--- config.mk ---
export PLATFORM = sky130hd
export DESIGN_NAME = mdc_regs
export DESIGN_NICKNAME = d
export VERILOG_FILES = /design/src/rtl/mdc_pkg.sv /design/src/rtl/mdc_regs.sv
export SDC_FILE = /design/constraint.sdc
export NUM_CORES = 1
export LEC_CHECK = 0
export BUFFER_PORTS_ARGS = -buffer_cell sky130_fd_sc_hd__buf_4
export CAP_MARGIN = 20
export CELL_PAD_IN_SITES_DETAIL_PLACEMENT = 1
export CELL_PAD_IN_SITES_GLOBAL_PLACEMENT = 1
export CORE_MARGIN = 5
export CORE_UTILIZATION = 30
export CTS_BUF_LIST = sky130_fd_sc_hd__clkbuf_8
export DETAILED_ROUTE_END_ITERATION = 7
export PLACE_DENSITY = 0.84
export SKIP_LAST_GASP = 1
export SYNTH_ARGS = -nofsm -noshare
export SYNTH_HDL_FRONTEND = slang
export SYNTH_SLANG_ARGS = --single-unit
--- constraint.sdc ---
create_clock -name clk -period 1.2 [get_ports clk]
set_clock_uncertainty 0.1 [all_clocks]
set_input_delay 0.06 -clock clk [delete_from_list [all_inputs] [get_ports clk]]
set_output_delay 0.06 -clock clk [all_outputs]
set_load 0.005 [all_outputs]
--- src/rtl/mdc_pkg.sv ---
// Shared types, constants and the sine table generator for the chorus block.
`default_nettype none
package mdc_pkg;

  localparam int FRAC_BITS = 16;   // Q10.16 delay fraction
  localparam int LFO_BITS  = 16;   // signed Q1.15 LFO value
  localparam int DELAY_W   = 34;   // signed working width of the delay sum
  localparam int WT_W      = 32;   // signed Q30 interpolation weight
  localparam int APB_AW    = 5;
  localparam int TAPS      = 4;

  localparam logic [63:0] HALF_PI_Q30 = 64'd1686629713;
  localparam logic [31:0] RECIP3      = 32'hAAAA_AAAB;  // ceil(2^33 / 3)

  localparam logic [1:0] EFFECT_BYPASS   = 2'd0;
  localparam logic [1:0] EFFECT_DRY_WET  = 2'd1;
  localparam logic [1:0] EFFECT_WET_BOTH = 2'd2;
  localparam logic [1:0] EFFECT_SPARE    = 2'd3;  // unlisted, acts as wet on both

  typedef enum logic [2:0] {
    REG_MODE,
    REG_WAVE,
    REG_BASE,
    REG_SWEEP,
    REG_STEP
  } reg_idx_t;

  typedef struct packed {
    logic [1:0]  effect_mode;
    logic        wave_shape;
    logic [25:0] base_delay;
    logic [25:0] sweep_depth;
    logic [30:0] phase_step;
  } cfg_t;

  typedef enum logic [3:0] {
    ST_IDLE,
    ST_LFO_IDX,
    ST_LFO_VAL,
    ST_SWEEP,
    ST_DELAY,
    ST_PAIR_A,
    ST_PAIR_B,
    ST_WM1,
    ST_W0,
    ST_W1,
    ST_W2,
    ST_DIV_M1,
    ST_DIV_W2,
    ST_TAPS,
    ST_ROUND,
    ST_FIN
  } state_t;

  typedef enum logic [3:0] {
    OP_NONE,
    OP_ACCEPT,
    OP_LFO_IDX,
    OP_LFO_VAL,
    OP_SWEEP,
    OP_DELAY,
    OP_PAIR_A,
    OP_PAIR_B,
    OP_WM1,
    OP_W0,
    OP_W1,
    OP_W2,
    OP_DIV_M1,
    OP_DIV_W2,
    OP_ROUND,
    OP_FIN
  } op_t;

  typedef struct packed {
    op_t        op;
    logic       rd_en;
    logic [1:0] rd_sel;
    logic       mac_en;
    logic [1:0] mac_sel;
  } cmd_t;

  typedef struct packed {
    logic bypass;
  } sts_t;

  // Quarter-wave sine entry from a Q30 angle, Taylor series to x^13.
  function automatic logic [LFO_BITS-1:0] sine_entry(input logic [63:0] x);
    logic [63:0]        term;
    logic signed [63:0] sum;
    logic [63:0]        v;
    term = x;
    sum  = $signed(x);
    term = (((term * x) >> 30) * x) >> 30;
    term = term / 6;
    sum  = sum - $signed(term);
    term = (((term * x) >> 30) * x) >> 30;
    term = term / 20;
    sum  = sum + $signed(term);
    term = (((term * x) >> 30) * x) >> 30;
    term = term / 42;
    sum  = sum - $signed(term);
    term = (((term * x) >> 30) * x) >> 30;
    term = term / 72;
    sum  = sum + $signed(term);
    term = (((term * x) >> 30) * x) >> 30;
    term = term / 110;
    sum  = sum - $signed(term);
    term = (((term * x) >> 30) * x) >> 30;
    term = term / 156;
    sum  = sum + $signed(term);
    if (sum < 0) begin
      sum = '0;
    end
    v = ((64'(sum) << 15) + (64'd1 << 29)) >> 30;
    if (v > 64'd32767) begin
      v = 64'd32767;
    end
    return v[LFO_BITS-1:0];
  endfunction

endpackage
`default_nettype wire

--- src/rtl/mdc_regs.sv ---
// APB-style configuration register file.
`default_nettype none
module mdc_regs (
  input  wire logic                          clk,
  input  wire logic                          rst_n,
  input  wire logic                          psel,
  input  wire logic                          penable,
  input  wire logic                          pwrite,
  input  wire logic [mdc_pkg::APB_AW-1:0]    paddr,
  input  wire logic [31:0]                   pwdata,
  output logic      [31:0]                   prdata,
  output logic                               pready,
  output mdc_pkg::cfg_t                      cfg
);
  import mdc_pkg::*;

  cfg_t     cfg_r;
  reg_idx_t idx;

  assign idx    = reg_idx_t'(paddr[APB_AW-1:2]);
  assign pready = 1'b1;
  assign cfg    = cfg_r;

  always_ff @(posedge clk) begin
    if (!rst_n) begin
      cfg_r.effect_mode <= EFFECT_BYPASS;
      cfg_r.wave_shape  <= 1'b0;
      cfg_r.base_delay  <= 26'd15728640;
      cfg_r.sweep_depth <= '0;
      cfg_r.phase_step  <= 31'd44238;
    end else if (psel && penable && pwrite) begin
      unique case (idx)
        REG_MODE:  cfg_r.effect_mode <= pwdata[1:0];
        REG_WAVE:  cfg_r.wave_shape  <= pwdata[0];
        REG_BASE:  cfg_r.base_delay  <= pwdata[25:0];
        REG_SWEEP: cfg_r.sweep_depth <= pwdata[25:0];
        REG_STEP:  cfg_r.phase_step  <= pwdata[30:0];
        default: ;
      endcase
    end
  end

  always_comb begin
    unique case (idx)
      REG_MODE:  prdata = {30'd0, cfg_r.effect_mode};
      REG_WAVE:  prdata = {31'd0, cfg_r.wave_shape};
      REG_BASE:  prdata = {6'd0, cfg_r.base_delay};
      REG_SWEEP: prdata = {6'd0, cfg_r.sweep_depth};
      REG_STEP:  prdata = {1'b0, cfg_r.phase_step};
      default:   prdata = '0;
    endcase
  end

endmodule
`default_nettype wire

**Yosys cells after proc, flatten, opt, wreduce, memory -nomap -nowiden**

Cells that the tools add are included.
W data, S select, Z words.

- Bits in registers: 86
- Input port bits: 42

- Equality and inequality tests: 4
- Multiplexer cells: 1
- Reductions and logical operators: 8

Operators by type and width:

| cell | number |
|---|---|
| $pmux W31 S5 | 1 |
| $reduce_and A2 Y1 | 5 |
| $eq A3 B2 Y1 const B | 2 |
| $eq A3 B1 Y1 const B | 1 |
| $eq A3 B3 Y1 const B | 1 |
| $logic_not A3 Y1 | 1 |
| $logic_and A1 B1 Y1 | 2 |

**Depth between registers and ports, before layout**

- Depth in word-level cells: 3
- Depth in mapped cells: 6

**Worst setup path before layout**

No wires, ideal clock.

- Path kind: input port to flip-flop
- From: input paddr[2] (netlist name)
- To: register cfg_r, in the netlist cfg[0]
- Setup time: 0.072 ns
- Data arrival time: 1.018 ns
- Slack: 0.011 ns
- Cell stages on the path: 5
- Cells stage by stage: buf_2 -> nand4b_4 -> nor3b_4 -> buf_6 -> mux2i_1

- Cells in the longest elaborated chain, start to end: 2

Ends and longest elaborated chain:

| what | line | source |
|---|---|---|
| start, declared | mdc_regs.sv:9 | `input wire logic [mdc_pkg::APB_AW-1:0] paddr,` |
| $eq A3 B3 Y1 | mdc_regs.sv:32 | `unique case (idx)` |
| $reduce_and A2 Y1 (no line) | n/a |  |
| end, declared | mdc_regs.sv:17 | `cfg_t cfg_r;` |

No other way between the ends.
A chain may end at the register's enable or synchronous reset.

**Worst setup path in the final report**

- From: register cfg_r, in the netlist cfg[31]
- To: output prdata[0]

- Cells in the longest elaborated chain, start to end: 1

Ends and longest elaborated chain:

| what | line | source |
|---|---|---|
| $pmux W31 S5 | mdc_regs.sv:44 | `unique case (idx)` |
| end, declared | mdc_regs.sv:11 | `output logic [31:0] prdata,` |

No other way between the ends.

==> reports/results.env <==
YOSYSSEQAREASHARE_PCT=43.0
N_FILL_CELL=1507
MAXSLEWVIOLCOUNT=0
CLOCK-SINKS=86
YOSYSTOPAREACELLSHARE_PCT=43.0
VIAS=3890
PLACE.DETAILED.INSTANCES=752
HOLDCRITSTARTPOINT='paddr[3]'
GRT_REMAINING_OVERFLOW=0
POSTSYNTHREGISTERBITS=86
REQUIRED_TIME_OF_THE_CRITICAL_PATH_PS=1040
SHARE_CLK_OF_TOTAL_POWER_PCT=37.1
DRT_ITER0_DRC=146
IOS=161
GRT_SETUP_UNREPAIRED='true'
DRC_ERRORS=0
SYNTH.YOSYS.WARNINGS=0
SETUP.WORST_PATH.START_CLASS='flop'
DRT_WL_TOTAL_UM=14300
VDD_IR_DROP_MAX_mV=0.435
TOP_LAYER='met4'
SYN_TO_FINAL_GROWTH_PCT=57.5
LARGEST_NET_DEGREE_AT_THE_START_OF_GLOBAL_ROUTING=72
DIEAREA_UM2=15800
CHIPHEIGHT_UM=126
POWER.SHARE.SEQUENTIAL_PCT=50.7
POST_SYNTH_NUM_CELL_TYPES=25
SYNTHESIS.NETS=479
WL_MET1_UM=5960
TIMING.HOLD.WORST.CLASS='input pin to flop'
GLOBAL_ROUTE_WIRE_LENGTH_BEFORE_REPAIR_UM=21600
FLOORPLAN.INITIALDENSITY_PCT=30.4
GROUTE.USAGE.OVERALL_PCT=16.6
NUM-NETS-FINAL=687
SYNTH_TOP_CELL_BY_AREA='dfxtp_1'
MAPPEDNETLISTAREA_UM2=4010
CLK_LATENCY_PS=350
DETAILROUTE.WIRELENGTH.MET3_UM=697
POWER.SHARE.COMBINATIONAL_PCT=12.2
CTS.REPORTEDPATHS.CLKPINSLEW_PS=80
CRITICAL_R2R_LAUNCH='cfg[83]$_SDFFE_PN0P_'
FINAL_CELL_COUNT_NO_FILL=825
WORST-R2R-SETUP-SLACK_PS=290
DRT_FIRST_PASS_ITERS=4
CRITPATHLAUNCH='cfg[31]$_SDFFE_PN0P_'
POST_SYNTH.CELL_AREA_AVG_UM2=9.17
LAYOUT-DRIVE-GT1-SHARE_PCT=42.8
NETSWITCHINGFRACTION_PCT=24.3
VIAS_PER_CELL=4.72
ANTENNA_VIOLATING_NETS_POST_ROUTE=0
VIA_COUNT_OF_THE_FIRST_GLOBAL_ROUTING_PASS=4100
CLK_PATH_BUF_DEPTH=2
DIE_W_UM=126
FIN_WS_PS=-288
SYNTH_ASYNC_RESET_RATIO_PCT=0
PORT-BUFFER-COUNT=155
TIMING.FINAL.HOLD_VIOLATIONS=0
TOTALNEGATIVESETUPSLACK_PS=-873
PORTION_OF_THE_CLOCK_CYCLE_CONSUMED_BY_THE_WORST_PATH_IN_THE_FINAL_LAYOUT_PCT=124
FINALWEIGHTEDCONGESTION=0.729
SYNTH_ENABLE_FLOP_CELLS=0
VIOLATIONS='setup timing'
NETSWITCHINGPOWER_mW=1.39
NUM_CTS_BUFFERS=9
FINALSETUPVIOLATIONS=19
SYNTH_FLOP_CELL='dfxtp_1'
ROOT_BUFFER='clkbuf_8'
CRITICAL_PATH.MAX_FANOUT=3
SYNTH.AREA.TOP_CELLS='dfxtp_1 43%, mux2i_1 27%, nand2_1 12%'
P_INT_mW=4.32
WL_MET2_UM=7470
LARGEST_REGISTER_FF_COUNT=86
NUM_ROWS=42
POWER.STATIC_LEAKAGE_nW=2.69
COUNT_OF_H_TREE_LEVELS_BUILT_DURING_CTS=3
WORSTSETUPPATHTYPE='flop to output pin'
CRITPATHCAPTURETYPE='output pin'
DETAILEDPLACEMENTHPWL_UM=9720
GRT_ANTENNA_BEFORE_REPAIR=0
POWERDENSITY_nW_PER_UM2=904
RUN_STATUS='complete, but fails checks'
FINALWORSTPATHREQUIREDPERIOD_PS=1490
SYN_INST=437
MAX_FREQ_MHz=672
CTS_TREE='yes'
WL_PER_CELL_UM=17.3
N_ANTENNA_CELL=0
CORE_UM2=13200
ARRIVAL_PS=1330
DRV_CAP=0
## kinds of logic (layout without fill, tap and decap cells)
group,count (synthesis),count (layout),share of synthesized area (%)
buf+inv,41,253,5.84
flops,86,86,43.0
mux,108,108,27.0
compound gates,39,39,5.59
simple gates,161,161,18.4
other cells,2,2,0.187
## synth_stat cells (2+ instances only)
cell,n
nand2_1,129
dfxtp_1,86
buf_2,7
conb_1,2
mux2i_1,108
o21a_1,2
o21ai_0,30
clkbuf_1,18
and2_1,5
buf_6,7
inv_1,4
o311ai_0,5
nor2b_1,18
buf_4,5
## layout by cell type (no fill, tap or decap), drive strengths merged
master       count
and2             5
o21ai           30
clkbuf          12
o311ai           5
or3              1
bufinv           1
clkinvlp         1
nor2             2
nand3            1
dlygate4sd3     34
nor3b            2
conb             2
mux2i          108
dfxtp           86
clkinv           1
buf            199
nand4b           1
o41ai            1
nand2          129
o21a             2
nor2b           18
o22ai            1
nand2b           1
nand4            1
inv              5
## per-stage QoR
stage | setup WS (ps) | hold WS (ps) | power (mW) | util, % | area, um2
3_3_place_gp | -208 | 223 | 3.49 | 41.3 | 5450
4_1_cts | -251 | 20.6 | 5.73 | 45.6 | 6010
5_1_grt | -317 | 43.9 | 5.94 | 47.8 | 6310
3_5_place_dp | -218 | 234 | 3.51 | 41.3 | 5450
6_report | -288 | 44.1 | 5.70 | 47.8 | 6310
2_1_floorplan | 10.8 | 102 | 3.23 | - | 4010
## area by class of cell
cell class	count	area [um2]	area share (%)
clock inverter	4	55.1	0.872
inverter	4	15.0	0.238
sequential	86	1790	28.4
tap	176	220	3.49
timing repair buffer	234	2000	31.7
clock buffer	11	151	2.40
multi-input combinational	310	2080	32.9
## worst max-delay path: stages (launching register included)
cell     delay, ps
dfxtp_2        360
mux2i_1         80
o21ai_0        240
o21a_1         190
buf_4          110
## power by group through the flow
stage	Combinational, mW	Sequential, mW	Clock (mW)
floorplan	0.272	2.96	0
global placement	0.536	2.96	0
detailed placement	0.551	2.96	0
CTS	0.644	2.89	2.19
global route	0.747	2.89	2.30
finish	0.696	2.89	2.12
## repair_timing
action	in CTS	in global routing
pin swaps	0	7
endpoints found under the setup margin	31	47
hold buffers	34	0
cloned	0	2
resized for setup	3	86
hold endpoints to repair	86	0
buffers inserted	2	20
## per-layer routing
metal / vias up / GRT usage, %
met3: 17 / 3.50
met4: 0 / 5.42
met1: 1879 / 19.5
met5: - / 0
met2: 120 / 30.0
li1: 1874 / -
## worst paths after layout
kind / to / cells after the start
worst max register to register: cfg[83]$_SDFFE_PN0P_ / 3
worst min-delay path: cfg[83]$_SDFFE_PN0P_ / 3
worst max-delay path: prdata[0] / 4
worst min register to register: cfg[81]$_SDFFE_PN0P_ / 2
Note: power is estimated with default switching activity, not from simulation.
