## config.mk

```make
export PLATFORM = sky130hd
export DESIGN_NAME = mdc_ctrl
export DESIGN_NICKNAME = d
export VERILOG_FILES = /design/src/rtl/mdc_pkg.sv /design/src/rtl/mdc_ctrl.sv
export SDC_FILE = /design/constraint.sdc
export NUM_CORES = 1
export LEC_CHECK = 0
export BUFFER_PORTS_ARGS = -buffer_cell sky130_fd_sc_hd__buf_2
export CAP_MARGIN = 40
export CELL_PAD_IN_SITES_DETAIL_PLACEMENT = 1
export CELL_PAD_IN_SITES_GLOBAL_PLACEMENT = 1
export CORE_MARGIN = 2
export CORE_UTILIZATION = 41
export DETAILED_ROUTE_END_ITERATION = 12
export PLACE_DENSITY = 0.79
export SYNTH_ARGS = -nofsm -noshare
export SYNTH_HDL_FRONTEND = slang
export SYNTH_SLANG_ARGS = --single-unit
```

## constraint.sdc

```tcl
create_clock -name clk -period 4 [get_ports clk]
set_input_delay 0.2 -clock clk [delete_from_list [all_inputs] [get_ports clk]]
set_output_delay 0.2 -clock clk [all_outputs]
set_load 0.02 [all_outputs]
```

## src/rtl/mdc_pkg.sv

```systemverilog
// Shared types, constants and the sine table generator for the chorus block.
`default_nettype none
package mdc_pkg;

  localparam int FRAC_BITS = 16;   // Q10.16 delay fraction
  localparam int LFO_BITS  = 16;   // signed Q1.15 LFO value
  localparam int DELAY_W   = 34;   // signed working width of the delay sum
  localparam int WT_W      = 32;   // signed Q30 interpolation weight
  localparam int APB_AW    = 5;
  localparam int TAPS      = 4;

  localparam logic [63:0] HALF_PI_Q30 = 64'd1686629713;
  localparam logic [31:0] RECIP3      = 32'hAAAA_AAAB;  // ceil(2^33 / 3)

  localparam logic [1:0] EFFECT_BYPASS   = 2'd0;
  localparam logic [1:0] EFFECT_DRY_WET  = 2'd1;
  localparam logic [1:0] EFFECT_WET_BOTH = 2'd2;
  localparam logic [1:0] EFFECT_SPARE    = 2'd3;  // unlisted, acts as wet on both

  typedef enum logic [2:0] {
    REG_MODE,
    REG_WAVE,
    REG_BASE,
    REG_SWEEP,
    REG_STEP
  } reg_idx_t;

  typedef struct packed {
    logic [1:0]  effect_mode;
    logic        wave_shape;
    logic [25:0] base_delay;
    logic [25:0] sweep_depth;
    logic [30:0] phase_step;
  } cfg_t;

  typedef enum logic [3:0] {
    ST_IDLE,
    ST_LFO_IDX,
    ST_LFO_VAL,
    ST_SWEEP,
    ST_DELAY,
    ST_PAIR_A,
    ST_PAIR_B,
    ST_WM1,
    ST_W0,
    ST_W1,
    ST_W2,
    ST_DIV_M1,
    ST_DIV_W2,
    ST_TAPS,
    ST_ROUND,
    ST_FIN
  } state_t;

  typedef enum logic [3:0] {
    OP_NONE,
    OP_ACCEPT,
    OP_LFO_IDX,
    OP_LFO_VAL,
    OP_SWEEP,
    OP_DELAY,
    OP_PAIR_A,
    OP_PAIR_B,
    OP_WM1,
    OP_W0,
    OP_W1,
    OP_W2,
    OP_DIV_M1,
    OP_DIV_W2,
    OP_ROUND,
    OP_FIN
  } op_t;

  typedef struct packed {
    op_t        op;
    logic       rd_en;
    logic [1:0] rd_sel;
    logic       mac_en;
    logic [1:0] mac_sel;
  } cmd_t;

  typedef struct packed {
    logic bypass;
  } sts_t;

  // Quarter-wave sine entry from a Q30 angle, Taylor series to x^13.
  function automatic logic [LFO_BITS-1:0] sine_entry(input logic [63:0] x);
    logic [63:0]        term;
    logic signed [63:0] sum;
    logic [63:0]        v;
    term = x;
    sum  = $signed(x);
    term = (((term * x) >> 30) * x) >> 30;
    term = term / 6;
    sum  = sum - $signed(term);
    term = (((term * x) >> 30) * x) >> 30;
    term = term / 20;
    sum  = sum + $signed(term);
    term = (((term * x) >> 30) * x) >> 30;
    term = term / 42;
    sum  = sum - $signed(term);
    term = (((term * x) >> 30) * x) >> 30;
    term = term / 72;
    sum  = sum + $signed(term);
    term = (((term * x) >> 30) * x) >> 30;
    term = term / 110;
    sum  = sum - $signed(term);
    term = (((term * x) >> 30) * x) >> 30;
    term = term / 156;
    sum  = sum + $signed(term);
    if (sum < 0) begin
      sum = '0;
    end
    v = ((64'(sum) << 15) + (64'd1 << 29)) >> 30;
    if (v > 64'd32767) begin
      v = 64'd32767;
    end
    return v[LFO_BITS-1:0];
  endfunction

endpackage
`default_nettype wire

```

## src/rtl/mdc_ctrl.sv

```systemverilog
// Sequencing state machine: handshakes and micro-op commands.
`default_nettype none
module mdc_ctrl (
  input  wire logic          clk,
  input  wire logic          rst_n,
  input  wire logic          in_valid,
  output logic               in_ready,
  output logic               out_valid,
  input  wire logic          out_ready,
  input  mdc_pkg::sts_t      sts,
  output mdc_pkg::cmd_t      cmd
);
  import mdc_pkg::*;

  state_t     state_r, state_nxt;
  logic [2:0] tap_cnt_r, tap_cnt_nxt;
  logic       out_valid_r, out_valid_nxt;

  assign out_valid = out_valid_r;

  always_ff @(posedge clk) begin
    if (!rst_n) begin
      state_r     <= ST_IDLE;
      tap_cnt_r   <= '0;
      out_valid_r <= 1'b0;
    end else begin
      state_r     <= state_nxt;
      tap_cnt_r   <= tap_cnt_nxt;
      out_valid_r <= out_valid_nxt;
    end
  end

  always_comb begin
    state_nxt     = state_r;
    tap_cnt_nxt   = tap_cnt_r;
    out_valid_nxt = out_valid_r && !out_ready;
    in_ready      = 1'b0;
    cmd           = '0;
    cmd.op        = OP_NONE;
    unique case (state_r)
      ST_IDLE: begin
        in_ready = 1'b1;
        if (in_valid) begin
          cmd.op    = OP_ACCEPT;
          state_nxt = sts.bypass ? ST_FIN : ST_LFO_IDX;
        end
      end
      ST_LFO_IDX: begin
        cmd.op    = OP_LFO_IDX;
        state_nxt = ST_LFO_VAL;
      end
      ST_LFO_VAL: begin
        cmd.op    = OP_LFO_VAL;
        state_nxt = ST_SWEEP;
      end
      ST_SWEEP: begin
        cmd.op    = OP_SWEEP;
        state_nxt = ST_DELAY;
      end
      ST_DELAY: begin
        cmd.op    = OP_DELAY;
        state_nxt = ST_PAIR_A;
      end
      ST_PAIR_A: begin
        cmd.op    = OP_PAIR_A;
        state_nxt = ST_PAIR_B;
      end
      ST_PAIR_B: begin
        cmd.op    = OP_PAIR_B;
        state_nxt = ST_WM1;
      end
      ST_WM1: begin
        cmd.op    = OP_WM1;
        state_nxt = ST_W0;
      end
      ST_W0: begin
        cmd.op    = OP_W0;
        state_nxt = ST_W1;
      end
      ST_W1: begin
        cmd.op    = OP_W1;
        state_nxt = ST_W2;
      end
      ST_W2: begin
        cmd.op    = OP_W2;
        state_nxt = ST_DIV_M1;
      end
      ST_DIV_M1: begin
        cmd.op    = OP_DIV_M1;
        state_nxt = ST_DIV_W2;
      end
      ST_DIV_W2: begin
        cmd.op      = OP_DIV_W2;
        tap_cnt_nxt = '0;
        state_nxt   = ST_TAPS;
      end
      ST_TAPS: begin
        // read of tap n overlaps the accumulate of tap n-1
        cmd.rd_en   = (tap_cnt_r != 3'(TAPS));
        cmd.rd_sel  = tap_cnt_r[1:0];
        cmd.mac_en  = (tap_cnt_r != 3'd0);
        cmd.mac_sel = 2'(tap_cnt_r - 3'd1);
        if (tap_cnt_r == 3'(TAPS)) begin
          state_nxt = ST_ROUND;
        end else begin
          tap_cnt_nxt = tap_cnt_r + 3'd1;
        end
      end
      ST_ROUND: begin
        cmd.op    = OP_ROUND;
        state_nxt = ST_FIN;
      end
      ST_FIN: begin
        if (!out_valid_r || out_ready) begin
          cmd.op        = OP_FIN;
          out_valid_nxt = 1'b1;
          state_nxt     = ST_IDLE;
        end
      end
      default: state_nxt = ST_IDLE;
    endcase
  end

endmodule
`default_nettype wire

```

**Word level (Yosys, flattened, before mapping)**

Index checks and enable logic that the tools add are counted.

- Input bits: 5
- Bits in read-only memories: 0
- Logic and storage cells: 49
- Memories kept: 0
- Output and inout bits: 12
- Bits in registers: 8
- Latch bits: 0
- Bits in writable memories: 0

- Reductions and logical operators: 9
- Bitwise operators: 0
- Mux-type cells: 14
- Add/subtract/negate cells: 2
- Shift operators: 0
- Equality and inequality tests: 21
- Order comparisons: 0
- Div/mod/pow operators: 0
- $mul: 0

Operator list:

| operator | count |
|---|---|
| $pmux 4 s16 | 1 |
| $pmux 4 s15 | 1 |
| $eq 4x4->1 const B | 8 |
| $mux 4 | 5 |
| $eq 4x3->1 const B | 4 |
| $eq 4x2->1 const B | 2 |
| $ne 2x2->1 const B | 4 |
| $mux 6 | 1 |
| $pmux 3 s2 | 1 |
| $eq 4x1->1 const B | 1 |
| $logic_not 4->1 | 1 |
| $mux 1 | 4 |
| $add 3x1->3 const B | 1 |
| $eq 3x3->1 const B | 1 |
| $mux 3 | 1 |
| $ne 3x3->1 const B | 1 |
| $reduce_and 3->1 | 1 |
| $reduce_bool 3->1 | 1 |
| $logic_not 1->1 | 2 |
| $reduce_and 2->1 | 1 |
| $reduce_bool 2->1 | 1 |
| $sub 2x1->2 const B | 1 |
| $logic_and 1x1->1 | 1 |
| $logic_or 1x1->1 | 1 |

**Logic depth before layout (Yosys ltp)**

- Depth after elaboration: 4
- Depth in mapped cells: 6
- Depth with buffers taken out: 6

**Worst setup path after synthesis**

OpenSTA, ideal clock, no wires.

- Kind: register -> register
- From: register state_r[0]
- To: register state_r[1]
- Buffers on the path: 0
- Library setup time: 0.120 ns
- Period minus slack after synthesis: 1.846 ns
- Setup slack: 2.154 ns
- Arrival: 1.727 ns
- Required time: 3.880 ns
- Stages on the path, launching flop included: 7
- Path through: dfxtp_1 -> inv_1 -> ha_1 -> or4_4 -> o211ai_2 -> a21boi_2 -> o31a_1

- Cells in the longest elaborated chain, start to end: 3
- Elaborated cells between the ends (all ways): 21
- Those cells by class: eq/ne (18); mux (1); reduce/logical (2)

RTL lines:

| element | line | text |
|---|---|---|
| start: declaration | mdc_ctrl.sv:15 | `state_t state_r, state_nxt;` |
| start signal: assignment | mdc_ctrl.sv:27 | `state_r <= state_nxt;` |
| $eq 4x4->1 / $logic_not 4->1 (equally long branches) | mdc_ctrl.sv:40 | `unique case (state_r)` |
| $ne 2x2->1 (no line) | -- |  |
| $reduce_and 3->1 (no line) | -- |  |

Parallel ways exist; a longest one is shown, timed or not.
A chain may end at the register's enable or synchronous reset.

==> summary.md <==
| Metric | Value |
|---|---|
| Status | complete, no violations |
| Routed WL | 1920 um |
| Area of the mapped netlist | 785 um2 |
| Via count | 744 |
| Vias/cell | 5.64 |
| Setup Buffers After CTS | 0 |
| Final Hold Violating Endpoints | 0 |
| Die height | 47.7 um |
| Crit. End Element | primary output |
| Post-synth top area share | 0.204 |
| CP cell instances | inv_1 > ha_1 > or4_4 > a21oi_1 > nor3_1 > buf_2 |
| Die footprint | 2280 um2 |
| Max frequency | 448 MHz |
| Worst-Margin Slew | 648 ps |
| All-Layer GR Usage | 0.212 |
| Largest net degree at the start of global routing | 20 |
| Starting Density | 0.445 |
| Synth warnings | 0 |
| Final TNS setup | 0 ps |
| Syn Area/Cell | 8.35 um2 |
| Post-cts sizing count | 0 |
| WP data arrival | 2030 ps |
| Grt ovf | 0 |
| Initial antenna violation count | 0 |
| Cell Pwr Density | 753 nW/um2 |
| Worst Skew | 1.18 ps |
| Clock Pin Slew Worst Setup and Hold Paths | 50 ps |
| CTS tree | done |
| Cells after Synth | 94 |
| Seq cells post-synth | 8 |
| IO Pins | 17 |
| Number of diodes | 0 |
| H-tree levels | 1 |
| FILL cells | 239 |
| Yosys cell types | 39 |
| Clk root buf | clkbuf_4 |
| WL/cell | 14.6 um |
| Final ANT Viol Nets | 0 |
| Critical Path Max Stage Delay | 570 ps |
| Iter 0 DRT Violations | 4 |
| PortBufs | 16 |
| Num CTS Buffers | 3 |
| Final weighted congestion in routability-driven placement | 0.708 |
| DPL Wire Length | approximately 1500 um |
| Maxcap violations | 0 |
| Post-route DRC | 0 |
| Commonest non-fill, non-tap cell in the layout | buf_2 |
| Critical path fanouts, max | 8 |
| Sequential-to-total area share from yosys stat | 0.204 |
| Post-placement cell count | between 100 and 150 |
| Drt first pass iters | 4 |
| P_leak | 0.389 nW |
| Share of cells above drive strength 1 | 0.243 |
| Min-Delay Path Depth | 2 |
| Setup violations, final | 0 |
| Max transition margin | 0.567 |
| R2R cell count | 6 |
| Final period util | 0.558 |
| Clk_lat worst skew | roughly 250 ps |
| Min-Delay Path Class | input port to flop |
| RSZ-0062 raised after global routing | no |
| Cell at the slowest stage of the critical path | or4_4 |
| Slew Limit Fails | 0 |
| Worst Path Class, Setup | flop to primary output |
| Vias in the first global route | 739 |
| Row count | 15 |
| CORE AREA | between 1500 and 2000 um2 |
| Tmin final | 2230 ps |
| Worst Setup Start Kind | flop |
| Commonest cells after routing, fill and taps aside | buf_2 (16), ha_1 (8), dfxtp_1 (8) |
| First-pass GRT wire length | between 3000 and 4000 um |
| Leading area contributor after synthesis | dfxtp_1 |
| Layout Cells excl Fill | 132 |
| Top cells by area, synth | dfxtp_1 (20%), ha_1 (13%), a21oi_1 (3.8%) |
| CTS Sinks | 8 |
| Layout area overhead | 11.8% |
| Required time worst endpoint | 3800 ps |
| Clk buf depth | 2 |
| Mapped Nets | around 110 |
| Max rail drop VDD | 0.387 mV |
| Cts-stage hold buffer count | 0 |
| Die X | between 40 and 50 um |
| Final nets | 122 |
-- synthesized netlist by cell type (all sizes together) --
cell type	n
a41oi	2
or3	2
nand2b	2
a211o	2
o2bb2ai	2
a221oi	1
dfxtp	8
nand3b	1
and2	1
a22o	1
maj3	1
ha	8
nor2b	3
a31oi	3
mux2	1
o21ai	4
nor3	3
and3	4
nand2	6
nor4b	1
nor2	5
a21oi	6
nand3	1
buf	6
o211ai	2
o22a	1
o21a	3
a21boi	1
or4	1
or3b	1
inv	7
o31a	1
mux2i	1
nor3b	1
o221ai	1
-- final cells by class --
cell class | instances | area (um2) | area share
Inverter | 7 | 26.3 | 0.0300
Sequential cell | 8 | 160 | 0.183
Clock buffer | 3 | 22.5 | 0.0257
Tap cell | 25 | 31.3 | 0.0357
Timing Repair Buffer | 16 | 80.1 | 0.0913
Multi-Input combinational cell | 73 | 557 | 0.635
-- cell families after synthesis --
family / Yosys count / share of synthesized area
simple gates: 32 / 0.239
compound gates: 30 / 0.303
buf+inv: 13 / 0.0861
fa+ha+maj: 9 / 0.140
flops: 8 / 0.204
mux: 2 / 0.0271
-- worst paths after layout --
path | endpoint | slack, ps | from
min | out_valid$_SDFF_PN0_ | 230 | rst_n
max reg2reg | state_r[1]$_SDFFE_PN0P_ | 1970 | state_r[0]$_SDFFE_PN0P_
max | cmd[9] | 1770 | state_r[0]$_SDFFE_PN0P_
min reg2reg | tap_cnt_r[0]$_SDFFE_PN0P_ | 620 | tap_cnt_r[0]$_SDFFE_PN0P_
-- worst max-delay path: cells and delay by family (launching register included) --
family                   cells  cell delay, ps
AND/OR/NAND/NOR              2             640
buffers and inverters        2             260
adder cells (fa/ha/maj)      1             300
flip-flops                   1             410
AO/OA/AOI/OAI                1             160
-- sequential cells by signal, indices dropped and copies added (netlist names) --
name and flops:
tap_cnt_r 3, out_valid 1, state_r 4
-- stage by stage --
stage          total power [mW]  hold slack, ps  setup WS (ps)   util  area [um2]
2_1_floorplan             0.512             317           2150      -         785
3_3_place_gp              0.588             502           2020  0.484         855
3_5_place_dp              0.602             503           1970  0.484         855
4_1_cts                   0.667             229           1760  0.497         877
5_1_grt                   0.726             242           1630  0.497         877
6_report                  0.660             231           1770  0.497         877
-- power breakdown --
| group | leakage, nW | internal, mW | switching [mW] |
|---|---|---|---|
| Combinational | 0.310 | 0.190 | 0.244 |
| Clock | 0.0138 | 0.0343 | 0.0272 |
| Sequential | 0.0655 | 0.100 | 0.0650 |
| Total | 0.389 | 0.324 | 0.336 |
-- routing by layer --
| layer | track usage | wire length (um) | part of all wire | up-vias |
|---|---|---|---|---|
| met4 | 0.0649 | 41 | 0.021 | 0 |
| met2 | 0.331 | 895 | 0.47 | 13 |
| li1 | - | - | - | 374 |
| met5 | 0 | 0 | 0 | - |
| met3 | 0.0792 | 71 | 0.037 | 4 |
| met1 | 0.270 | 915 | 0.48 | 353 |
(Power assumes the default switching activity.)
